--- config.mk ---
export PLATFORM = sky130hd
export DESIGN_NAME = double_ended_queue
export DESIGN_NICKNAME = d
export VERILOG_FILES = /design/src/deq_pkg.sv /design/src/double_ended_queue.sv /design/src/deq_ctrl.sv /design/src/deq_dpath.sv
export SDC_FILE = /design/constraint.sdc
export NUM_CORES = 1
export LEC_CHECK = 0
export BUFFER_PORTS_ARGS = -buffer_cell sky130_fd_sc_hd__buf_4
export CAP_MARGIN = 20
export CORE_ASPECT_RATIO = 0.75
export CORE_MARGIN = 1.5
export CORE_UTILIZATION = 30
export DETAILED_ROUTE_END_ITERATION = 7
export GPL_TIMING_DRIVEN = 0
export HOLD_SLACK_MARGIN = 0.1
export PLACE_DENSITY = 0.52
export SLEW_MARGIN = 20
export SYNTH_ARGS = -nofsm -noshare
export SYNTH_HDL_FRONTEND = slang
export SYNTH_HIERARCHICAL = 1
export SYNTH_SLANG_ARGS = --single-unit
export TNS_END_PERCENT = 1
--- constraint.sdc ---
create_clock -name i_clk -period 9.38 [get_ports i_clk]
set_clock_uncertainty 0.1 [all_clocks]
set_input_delay 0.938 -clock i_clk [delete_from_list [all_inputs] [get_ports i_clk]]
set_output_delay 0.938 -clock i_clk [all_outputs]
set_load 0.02 [all_outputs]
--- src/deq_pkg.sv ---
// ----------------------------------------------------------------------------
// deq_pkg
// Shared types and codes for the double-ended queue: operation and status
// codes, field widths and the controller-to-datapath command bundle.
// ----------------------------------------------------------------------------
package deq_pkg;

    localparam int OP_W     = 2;
    localparam int VALUE_W  = 32;
    localparam int STATUS_W = 2;
    localparam int COUNT_W  = 5;

    typedef enum logic [OP_W-1:0] {
        OP_PUSH_FRONT = 2'd0,
        OP_PUSH_BACK  = 2'd1,
        OP_POP_FRONT  = 2'd2,
        OP_POP_BACK   = 2'd3
    } t_op;

    typedef enum logic [STATUS_W-1:0] {
        ST_DONE  = 2'd0,
        ST_EMPTY = 2'd1,
        ST_FULL  = 2'd2
    } t_status;

    typedef struct packed {
        logic exec;
        logic load;
    } t_cmd;

endpackage

--- src/double_ended_queue.sv ---
// ----------------------------------------------------------------------------
// double_ended_queue
// Deque of signed 32-bit values in a DEPTH-entry ring buffer; push and pop
// at either end, one result beat per operation beat.
// ----------------------------------------------------------------------------
// An accepted operation beat registers the storage read; the result is then
//   loaded into the output register once that register is free. A new
//   operation beat is not taken until the previous result has been loaded.
// A finished result waits in the output register while the next beat is taken.
// Reset clears indices, count and handshake state; storage is not cleared.
module double_ended_queue #(
    parameter int DEPTH = 16
) (
    input  logic        i_clk,
    input  logic        i_rst_n,
    input  logic        s_axis_tvalid,
    output logic        s_axis_tready,
    input  logic [31:0] s_axis_tdata,   // [31:0] push_value
    input  logic [1:0]  s_axis_tuser,   // [1:0] operation
    output logic        m_axis_tvalid,
    input  logic        m_axis_tready,
    output logic [39:0] m_axis_tdata,   // [31:0] pop_value, [36:32] entry_count
    output logic [1:0]  m_axis_tuser    // [1:0] status
);

    deq_pkg::t_cmd    cmd;
    deq_pkg::t_status status;
    logic signed [deq_pkg::VALUE_W-1:0] pop_value;
    logic [deq_pkg::COUNT_W-1:0]        entry_count;

    deq_ctrl u_ctrl (
        .i_clk       (i_clk),
        .i_rst_n     (i_rst_n),
        .i_in_valid  (s_axis_tvalid),
        .o_in_ready  (s_axis_tready),
        .o_out_valid (m_axis_tvalid),
        .i_out_ready (m_axis_tready),
        .o_cmd       (cmd)
    );

    deq_dpath #(
        .DEPTH (DEPTH)
    ) u_dpath (
        .i_clk         (i_clk),
        .i_rst_n       (i_rst_n),
        .i_cmd         (cmd),
        .i_op          (deq_pkg::t_op'(s_axis_tuser)),
        .i_push_value  (s_axis_tdata),
        .o_pop_value   (pop_value),
        .o_status      (status),
        .o_entry_count (entry_count)
    );

    assign m_axis_tdata = {3'b000, entry_count, pop_value};
    assign m_axis_tuser = status;

endmodule

--- src/deq_ctrl.sv ---
// ----------------------------------------------------------------------------
// deq_ctrl
// Sequencer: takes one operation beat, registers the storage read, then
// moves the result into the output register when it is free.
// ----------------------------------------------------------------------------
module deq_ctrl (
    input  logic          i_clk,
    input  logic          i_rst_n,
    input  logic          i_in_valid,
    output logic          o_in_ready,
    output logic          o_out_valid,
    input  logic          i_out_ready,
    output deq_pkg::t_cmd o_cmd
);

    typedef enum logic {
        S_IDLE,
        S_LOAD
    } t_state;

    t_state r_state;
    t_state n_state;
    logic   r_out_valid;
    logic   n_out_valid;

    always_comb begin
        o_in_ready = (r_state == S_IDLE);
        o_cmd.exec = i_in_valid && (r_state == S_IDLE);
        o_cmd.load = (r_state == S_LOAD) && (!r_out_valid || i_out_ready);
        n_state    = r_state;
        n_out_valid = r_out_valid;
        if (r_out_valid && i_out_ready) begin
            n_out_valid = 1'b0;
        end
        unique case (r_state)
            S_IDLE: begin
                if (o_cmd.exec) begin
                    n_state = S_LOAD;
                end
            end
            S_LOAD: begin
                if (o_cmd.load) begin
                    n_state     = S_IDLE;
                    n_out_valid = 1'b1;
                end
            end
            default: n_state = S_IDLE;
        endcase
    end

    always_ff @(posedge i_clk) begin
        if (!i_rst_n) begin
            r_state     <= S_IDLE;
            r_out_valid <= 1'b0;
        end else begin
            r_state     <= n_state;
            r_out_valid <= n_out_valid;
        end
    end

    assign o_out_valid = r_out_valid;

`ifndef ASSERT_OFF
    a_exec_to_load: assert property (@(posedge i_clk) disable iff (!i_rst_n)
        o_cmd.exec |=> (r_state == S_LOAD))
        else $error("exec did not move to load");
    a_load_sets_valid: assert property (@(posedge i_clk) disable iff (!i_rst_n)
        o_cmd.load |=> r_out_valid)
        else $error("load did not raise output valid");
    a_no_exec_load: assert property (@(posedge i_clk) disable iff (!i_rst_n)
        !(o_cmd.exec && o_cmd.load))
        else $error("exec and load in one cycle");
`endif

endmodule

--- src/deq_dpath.sv ---
// ----------------------------------------------------------------------------
// deq_dpath
// Ring-buffer storage with front and back indices and a fill count, plus
// the result register that faces the output stream.
// ----------------------------------------------------------------------------
module deq_dpath #(
    parameter int DEPTH = 16
) (
    input  logic                             i_clk,
    input  logic                             i_rst_n,
    input  deq_pkg::t_cmd                    i_cmd,
    input  deq_pkg::t_op                     i_op,
    input  logic signed [deq_pkg::VALUE_W-1:0] i_push_value,
    output logic signed [deq_pkg::VALUE_W-1:0] o_pop_value,
    output deq_pkg::t_status                 o_status,
    output logic [deq_pkg::COUNT_W-1:0]      o_entry_count
);

    localparam int AW = (DEPTH > 1) ? $clog2(DEPTH) : 1;
    localparam int CW = $clog2(DEPTH + 1);
    localparam logic [AW-1:0] LAST_IDX = AW'(DEPTH - 1);
    localparam logic [CW-1:0] FULL_CNT = CW'(DEPTH);

    logic [deq_pkg::VALUE_W-1:0] r_mem [DEPTH];
    logic [deq_pkg::VALUE_W-1:0] r_rdata;

    logic [AW-1:0] r_front;
    logic [AW-1:0] n_front;
    logic [AW-1:0] r_back;
    logic [AW-1:0] n_back;
    logic [CW-1:0] r_count;
    logic [CW-1:0] n_count;

    deq_pkg::t_status r_pend_status;
    deq_pkg::t_status n_pend_status;
    logic             r_pend_pop;
    logic             n_pend_pop;

    logic signed [deq_pkg::VALUE_W-1:0] r_pop_value;
    deq_pkg::t_status                   r_status;
    logic [deq_pkg::COUNT_W-1:0]        r_entry_count;

    logic [AW-1:0] front_dec;
    logic [AW-1:0] front_inc;
    logic [AW-1:0] back_dec;
    logic [AW-1:0] back_inc;
    logic [AW-1:0] waddr;
    logic [AW-1:0] raddr;
    logic          wen;
    logic          full;
    logic          empty;
    logic [CW+deq_pkg::COUNT_W-1:0] count_ext;

    always_comb begin
        front_dec = (r_front == '0) ? LAST_IDX : r_front - AW'(1);
        front_inc = (r_front == LAST_IDX) ? '0 : r_front + AW'(1);
        back_dec  = (r_back == '0) ? LAST_IDX : r_back - AW'(1);
        back_inc  = (r_back == LAST_IDX) ? '0 : r_back + AW'(1);
        full      = (r_count == FULL_CNT);
        empty     = (r_count == '0);

        n_front       = r_front;
        n_back        = r_back;
        n_count       = r_count;
        n_pend_status = deq_pkg::ST_DONE;
        n_pend_pop    = 1'b0;
        waddr         = r_back;
        raddr         = r_front;
        wen           = 1'b0;

        unique case (i_op)
            deq_pkg::OP_PUSH_FRONT: begin
                waddr = front_dec;
                if (full) begin
                    n_pend_status = deq_pkg::ST_FULL;
                end else begin
                    wen     = 1'b1;
                    n_front = front_dec;
                    n_count = r_count + CW'(1);
                end
            end
            deq_pkg::OP_PUSH_BACK: begin
                waddr = r_back;
                if (full) begin
                    n_pend_status = deq_pkg::ST_FULL;
                end else begin
                    wen     = 1'b1;
                    n_back  = back_inc;
                    n_count = r_count + CW'(1);
                end
            end
            deq_pkg::OP_POP_FRONT: begin
                raddr = r_front;
                if (empty) begin
                    n_pend_status = deq_pkg::ST_EMPTY;
                end else begin
                    n_pend_pop = 1'b1;
                    n_front    = front_inc;
                    n_count    = r_count - CW'(1);
                end
            end
            deq_pkg::OP_POP_BACK: begin
                raddr = back_dec;
                if (empty) begin
                    n_pend_status = deq_pkg::ST_EMPTY;
                end else begin
                    n_pend_pop = 1'b1;
                    n_back     = back_dec;
                    n_count    = r_count - CW'(1);
                end
            end
            default: n_pend_status = deq_pkg::ST_DONE;
        endcase

        count_ext = {{deq_pkg::COUNT_W{1'b0}}, r_count};
    end

    always_ff @(posedge i_clk) begin
        if (i_cmd.exec && wen) begin
            r_mem[waddr] <= i_push_value;
        end
        if (i_cmd.exec) begin
            r_rdata <= r_mem[raddr];
        end
    end

    always_ff @(posedge i_clk) begin
        if (!i_rst_n) begin
            r_front <= '0;
            r_back  <= '0;
            r_count <= '0;
        end else if (i_cmd.exec) begin
            r_front <= n_front;
            r_back  <= n_back;
            r_count <= n_count;
        end
    end

    always_ff @(posedge i_clk) begin
        if (i_cmd.exec) begin
            r_pend_status <= n_pend_status;
            r_pend_pop    <= n_pend_pop;
        end
        if (i_cmd.load) begin
            r_pop_value   <= r_pend_pop ? r_rdata : '0;
            r_status      <= r_pend_status;
            r_entry_count <= count_ext[deq_pkg::COUNT_W-1:0];
        end
    end

    assign o_pop_value   = r_pop_value;
    assign o_status      = r_status;
    assign o_entry_count = r_entry_count;

`ifndef ASSERT_OFF
    a_count_bound: assert property (@(posedge i_clk) disable iff (!i_rst_n)
        r_count <= FULL_CNT)
        else $error("fill count above depth");
    a_full_hold: assert property (@(posedge i_clk) disable iff (!i_rst_n)
        (i_cmd.exec && full && (i_op == deq_pkg::OP_PUSH_FRONT ||
         i_op == deq_pkg::OP_PUSH_BACK)) |=> $stable(r_count) && $stable(r_front))
        else $error("dropped push changed state");
    a_ends_meet: assert property (@(posedge i_clk) disable iff (!i_rst_n)
        (r_count == '0 || r_count == FULL_CNT) |-> (r_front == r_back))
        else $error("indices disagree with fill count");
`endif

endmodule

==> key figures, run 1 <==
STA
  – Crit share post-route: 38.6%
  – Setup Viol. Count Final: 0
  – Max-slew violation count: 0
  – Fin Hold WS: 0.318 ns
  – Setup TNS: 0 ns
  – Worst slew pin tran: between 0.9 and 1 ns
  – Unrepaired setup endpoints after global routing: no
  – Max Fclk: 276 MHz
  – Hold Violations, Final: 0
  – Relative slew slack: 37.7%
  – Final min period: between 3 and 4 ns

Clocking
  – Later-pin clock latency in the skew report: around 0.63 ns
  – Max H-tree Level: 2
  – Post-CTS resize count: 0
  – Root buf cell: clkbuf_16
  – CTS tree: built
  – Clock sink count: between 600 and 700
  – Clk pin slew, worst setup/hold paths: about 0.060 ns
  – Buffers from clock root to sink, at most: 3
  – TritonCTS Buffers: approximately 60
  – CTS Hold Bufs: 0
  – Postcts setup bufs: 0

Flow run
  – Max_cap viols: 0

Route
  – Antenna viol nets, final: 0
  – Via count: approximately 15000
  – Avg WL per Cell: between 20 and 25 um
  – DRT iter0 DRCs: between 1500 and 2000
  – DRT Pass-1 Iters: 5
  – WL final: approximately 66000 um
  – Remaining DRCs: 0
  – Vias/cell: 5.07

Setup path
  – Worst setup SP type: flop
  – Critical Path Sink: u_dpath/r_rdata[18]
  – Reg2reg path depth: 10
  – R2R Path End: u_dpath/r_rdata[18]
  – RR Startpoint: u_dpath/r_back[0]
  – CP Class: flop to flop
  – Nature of the critical path endpoint: flop
  – Critical path peak fanout: 10
  – Slack of the worst reg-to-reg path: around 5.8 ns
  – Crit path from: u_dpath/r_back[0]
  – WP data required: 9.62 ns
  – Critical Path AT: 3.86 ns

Logic synthesis
  – Synth Area in Simple Gates: between 10 and 15%
  – Synthesized area: 0.0239 mm^2
  – Post-synth ARST share: 0%
  – Top area cells in the synthesized netlist: edfxtp_1 74%, nand2_1 5.3%, a311oi_1 2.3%
  – Mux contribution to synthesized area: roughly 1.6%
  – Mean area per synthesized cell: between 10 and 15 um^2
  – EDFF count, synth: roughly 600
  – Count leader, synth: edfxtp_1
  – Top cell type's share of synthesized area: approximately three quarters
  – #FFs+latches synth: between 600 and 700
  – Synth cell count leaders: 586 x edfxtp_1, 339 x nand2_1, 71 x nand3_1
  – Largest family of logic cells by synthesized area: simple AND/OR/NAND/NOR gates
  – Gate Count Post-Synth: approximately 1700
  – Synth area leader: edfxtp_1
  – Seq/Total Area, Yosys: between 70 and 80%
  – YS warnings: 6
  – Compound-gate portion of the synthesized area: 9.40%
  – Post-synth cell types: 55
  – Top FF cell, synth: edfxtp_1
  – Adder-Cell Fraction of Synth Area: less than 1%
  – Synth Area in XOR/XNOR: 0.330%

Power
  – Switching pwr: roughly 1600 uW
  – Clock power share: between 30% and 40%
  – Sw frac: 25.6%
  – Static Leak: between 0.009 and 0.01 uW
  – Logic pwr share: around an eighth
  – Pwr per Cell Area: around 220 mW/mm^2
  – Register share of total power: approximately half
  – Total power: 6300 uW
  – Max VDD drop: 0.142 mV
  – Pint: about 4700 uW

Global route
  – Vias in the first global route: approximately 15000
  – First-pass GRT wire length: roughly 97000 um
  – Grt ovf: 0
  – Tot GR Track Use: between 15 and 20%
  – Largest net degree at the start of global routing: 26
  – Initial antenna violation count: 0

Cells and area
  – Nets@finish: between 1500 and 2000
  – N_diodes: 0
  – Area grow syn2layout: 18.5%
  – Layout cell share with drive strength beyond 1: roughly 15%

Run status
  – Status: finished clean

Min path
  – Depth of the worst hold-timing path: 0
  – Worst Hold Class: flop to flop

Placement
  – Global placement routability congestion: just over 0.8
  – Buffers on Ports: 78
  – DP HPWL: around 45000 um

Die
  – Die X: ~330 um
  – Die footprint: just over 0.08 mm^2
  – Die H: about 250 um
  – Io pins: slightly above 80
  – # rows: 89
  – Starting Density: between 30% and 40%
  – Core ar.: ~0.079 mm^2
## metal layers
metal  GRT usage, %  vias up  share of wire [%]
li1               -     6636                  -
met1           24.1     7513                 47
met2           24.8      533                 44
met3           2.87       85                7.4
met4           3.82        0                1.7
met5              0        -                  0
## worst max-delay path, stage by stage (launching register included)
cell,delay (ns)
dfxtp_1,0.33
clkbuf_2,0.21
inv_1,0.12
ha_1,0.31
nand3b_1,0.28
and2_1,0.22
buf_2,0.16
nor2_1,0.43
clkbuf_1,0.75
a32o_1,0.28
o31ai_1,0.11
## cell usage in the layout (no fill, tap or decap), types with 7 or more instances in the layout
cell type  count
o21ai_1       32
a311oi_1      62
buf_2         61
buf_4         88
edfxtp_1     586
clkinv_2       7
o31ai_1       31
a211oi_1      63
nand2_1      339
a32o_1        31
a21oi_1       44
ha_1           7
and2_1        39
and3_1        65
clkbuf_16     60
buf_16         7
nand3_1       71
clkbuf_1      58
inv_1         11
nor2_4        16
o21ai_0       10
mux2i_1       36
bufinv_16      8
clkinv_1      15
buf_12        13
dfxtp_1       15
nor2_1        16
## cells by family after synthesis
logic type,Yosys count
buffers and inverters,130
flip-flops,601
XOR/XNOR,9
adder cells (fa/ha/maj),8
AO/OA/AOI/OAI,302
multiplexers,38
AND/OR/NAND/NOR,569
other,1
## power by group through the flow
stage,clock (uW),sequential [uW],combinational (uW)
4_1_cts,2450,3070,838
2_1_floorplan,0,3130,467
3_3_place_gp,0,3130,803
6_report,2390,3070,836
3_5_place_dp,0,3120,835
5_1_grt,2560,3070,908
## through the flow
| step | setup slack, ns | cell area, um^2 | cells | utilization, % |
|---|---|---|---|---|
| floorplan | 4.97 | 23900 | 1660 | - |
| finish | 5.76 | 28300 | 2913 | 35.9 |
| detailed placement | 5.46 | 26400 | 2804 | 33.5 |
| global placement | 1.65 | 25800 | 2784 | 32.7 |
| global route | 5.64 | 28300 | 2913 | 35.9 |
| CTS | 5.80 | 28300 | 2913 | 35.9 |
## sequential cells by signal, summed over array words and instances (netlist names)
| register | flops |
|---|---|
| u_ctrl/r_state | 1 |
| u_dpath/r_mem | 512 |
| u_dpath/r_back | 4 |
| u_dpath/o_entry_count | 5 |
| u_dpath/o_status | 2 |
| u_dpath/o_pop_value | 32 |
| u_dpath/r_pend_status | 2 |
| u_dpath/r_count | 5 |
| u_ctrl/o_out_valid | 1 |
| u_dpath/r_pend_pop | 1 |
| u_dpath/r_rdata | 32 |
| u_dpath/r_front | 4 |
## worst min path at each step
stage | end | from
after detailed placement | u_dpath/o_status[0] | u_dpath/r_pend_status[0]
final | u_dpath/o_status[0] | u_dpath/r_pend_status[0]
after floorplan | u_dpath/o_status[0] | u_dpath/r_pend_status[0]
after global routing | u_dpath/o_status[0] | u_dpath/r_pend_status[0]
after CTS | u_dpath/o_status[0] | u_dpath/r_pend_status[0]
after global placement | u_dpath/o_status[0] | u_dpath/r_pend_status[0]
## area by class of cell
| type | count | area, um^2 |
|---|---|---|
| repair buffers | 98 | 1040 |
| clock inverters | 35 | 383 |
| inverters | 11 | 41.3 |
| clock buffers | 74 | 1550 |
| plain buffers | 119 | 562 |
| fillers | 7460 | 50400 |
| well taps | 1046 | 1310 |
| flip-flops and latches | 601 | 17900 |
| multi-input cells | 929 | 5520 |
(Power assumes the default switching activity.)
==> inputs of run 2 (changes only) <==
--- a/config.mk
+++ b/config.mk
@@ -13,7 +13,7 @@
 export DETAILED_ROUTE_END_ITERATION = 7
 export GPL_TIMING_DRIVEN = 0
 export HOLD_SLACK_MARGIN = 0.1
-export PLACE_DENSITY = 0.52
+export PLACE_DENSITY = 0.54
 export SLEW_MARGIN = 20
 export SYNTH_ARGS = -nofsm -noshare
 export SYNTH_HDL_FRONTEND = slang
==> constraint.sdc (replaced) <==
create_clock -name i_clk -period 3.1 [get_ports i_clk]
set_clock_uncertainty 0.1 [all_clocks]
set_input_delay 0.31 -clock i_clk [delete_from_list [all_inputs] [get_ports i_clk]]
set_output_delay 0.31 -clock i_clk [all_outputs]
set_load 0.02 [all_outputs]
==> key figures, run 2 (synthesized netlist as in run 1, its figures left out) <==
Run status
  – Status: finished, violations left
  – Failing checks: setup timing

Setup path
  – Buffer and inverter count on the worst path: 3
  – Top delay family on crit path: simple AND/OR/NAND/NOR gates
  – Critical Path AT: around 3.4 ns
  – RR Startpoint: u_dpath/r_front[0]
  – Worst setup SP type: flop
  – Reg2reg path depth: 10
  – CP Depth: 10
  – Critical path peak fanout: 18
  – Slack of the worst reg-to-reg path: -0.07 ns
  – CP max stage delay: 0.66 ns
  – CP cell instances: clkbuf_2, inv_1, ha_1, o21bai_1, a21oi_1, a41oi_1, mux2_2, nand2_2, nor2_4, buf_12
  – CP Class: flop to flop
  – WP data required: approximately 3.3 ns
  – Slowest-stage cell, CP: nor2_4
  – Nature of the critical path endpoint: flop
  – R2R Path End: u_dpath/r_mem[9][22]
  – Crit path from: u_dpath/r_front[0]

Global route
  – Largest net degree at the start of global routing: 26
  – Grt ovf: 0
  – Initial antenna violation count: 0
  – Vias in the first global route: 14600
  – First-pass GRT wire length: 96000 um
  – Tot GR Track Use: between 10% and 20%

Route
  – Remaining DRCs: 0
  – Vias/cell: 5.05
  – Avg WL per Cell: around 22 um
  – Antenna viol nets, final: 0
  – DRT Pass-1 Iters: 5
  – WL final: between 60000 and 70000 um
  – Via count: 14900
  – DRT iter0 DRCs: 1505

Cells and area
  – Fin cells: ~3000
  – Largest register FFs: 512
  – Most frequent cells in the layout: 586 x edfxtp_1, 337 x nand2_1, 96 x buf_4, 71 x nand3_1, 65 x and3_1
  – Largest reg by FF count: u_dpath/r_mem
  – Layout cell share with drive strength beyond 1: between 15 and 20%
  – Commonest non-fill, non-tap cell in the layout: edfxtp_1
  – Area grow syn2layout: 20.5%
  – N_diodes: 0
  – Nets@finish: 1906

Power
  – Max VDD drop: roughly 0.42 mV
  – Total power: between 15000 and 20000 uW
  – Static Leak: a little under 0.01 uW
  – Pwr per Cell Area: 649 mW/mm^2

STA
  – Max-slew violation count: 0
  – Fin Hold WS: between 0.15 and 0.2 ns
  – Unrepaired setup endpoints after global routing: yes
  – Final min period: about 3.2 ns
  – Crit share post-route: 102%
  – Setup TNS: -3.35 ns
  – Max Fclk: roughly 320 MHz
  – Worst slew pin tran: ~0.84 ns
  – Setup Viol. Count Final: 130
  – Final worst slack: -0.0704 ns
  – Hold Violations, Final: 0
  – Relative slew slack: a little over two fifths

Clocking
  – Root buf cell: clkbuf_16
  – Buffers from clock root to sink, at most: 3
  – CTS tree: built
  – Clk pin slew, worst setup/hold paths: 0.06 ns
  – Later-pin clock latency in the skew report: around 0.62 ns
  – TritonCTS Buffers: 58
  – Max H-tree Level: 2
  – Clock sink count: between 600 and 700

Die
  – Die X: about 330 um
  – Core ar.: roughly 0.079 mm^2
  – Starting Density: a little under a third
  – Die H: 247 um
  – Io pins: 82
  – Die footprint: between 0.08 and 0.09 mm^2
  – # rows: roughly 90

Flow run
  – Max_cap viols: 0

Placement
  – Setup WS pre-CTS: -0.457 ns
  – Buffers on Ports: 78
  – Global placement routability congestion: between 0.7 and 0.8
  – Placed insts: between 2000 and 3000
  – DP HPWL: around 44000 um

Min path
  – Hold Startpoint: s_axis_tuser[0]
  – Hold worst-path end: u_dpath/r_front[1]
  – Worst Hold Class: primary input to flop
  – Depth of the worst hold-timing path: 5
-- run 2: worst max path at each step --
stage,endpoint
5_1_grt,u_dpath/r_mem[6][24]
2_1_floorplan,u_dpath/r_mem[5][0]
3_5_place_dp,u_dpath/r_rdata[18]
3_3_place_gp,u_dpath/r_mem[11][16]
4_1_cts,u_dpath/r_rdata[23]
6_report,u_dpath/r_mem[9][22]
-- run 2: report_power, final --
part           internal [uW]  switching, uW
Clock                   3800           2980
Sequential              9190           81.0
Combinational            858           1780
-- run 2: metal layers --
metal	global-route usage, %	share of wire, %	wire length (um)	vias up
li1	-	-	-	6724
met1	23.1	45	29500	7460
met2	24.5	44	28900	610
met3	3.41	9.0	5900	101
met4	4.27	2.0	1350	0
met5	0	0	0	-
-- run 2: layout make-up --
| cell class | count | area (um^2) |
|---|---|---|
| Inverter | 11 | 41.3 |
| Clock inverter | 36 | 283 |
| Buffer | 119 | 652 |
| Timing Repair Buffer | 140 | 1490 |
| Tap cell | 1046 | 1310 |
| Fill cell | 7380 | 49900 |
| Clock buffer | 69 | 1510 |
| Multi-Input combinational cell | 929 | 5590 |
| Sequential cell | 601 | 17900 |
-- run 2: repair_timing --
item	CTS	global route
hold endpoints to repair	521	0
resized for setup	39	38
buffers inserted	2	2
hold buffers	37	0
pin swaps	6	8
endpoints found under the setup margin	278	293
-- run 2: through the flow --
stage                     cell area [um^2]  utilization, %
after floorplan                      23900               -
after global placement               25800            32.8
after detailed placement             26400            33.5
after CTS                            28700            36.4
after global routing                 28800            36.6
final                                28800            36.6
-- run 2: worst reg2reg max path, stage by stage (launching register included) --
cell	delay, ns
dfxtp_1	0.31
clkbuf_2	0.18
inv_1	0.11
ha_1	0.24
o21bai_1	0.13
a21oi_1	0.08
a41oi_1	0.32
mux2_2	0.27
nand2_2	0.15
nor2_4	0.66
buf_12	0.27
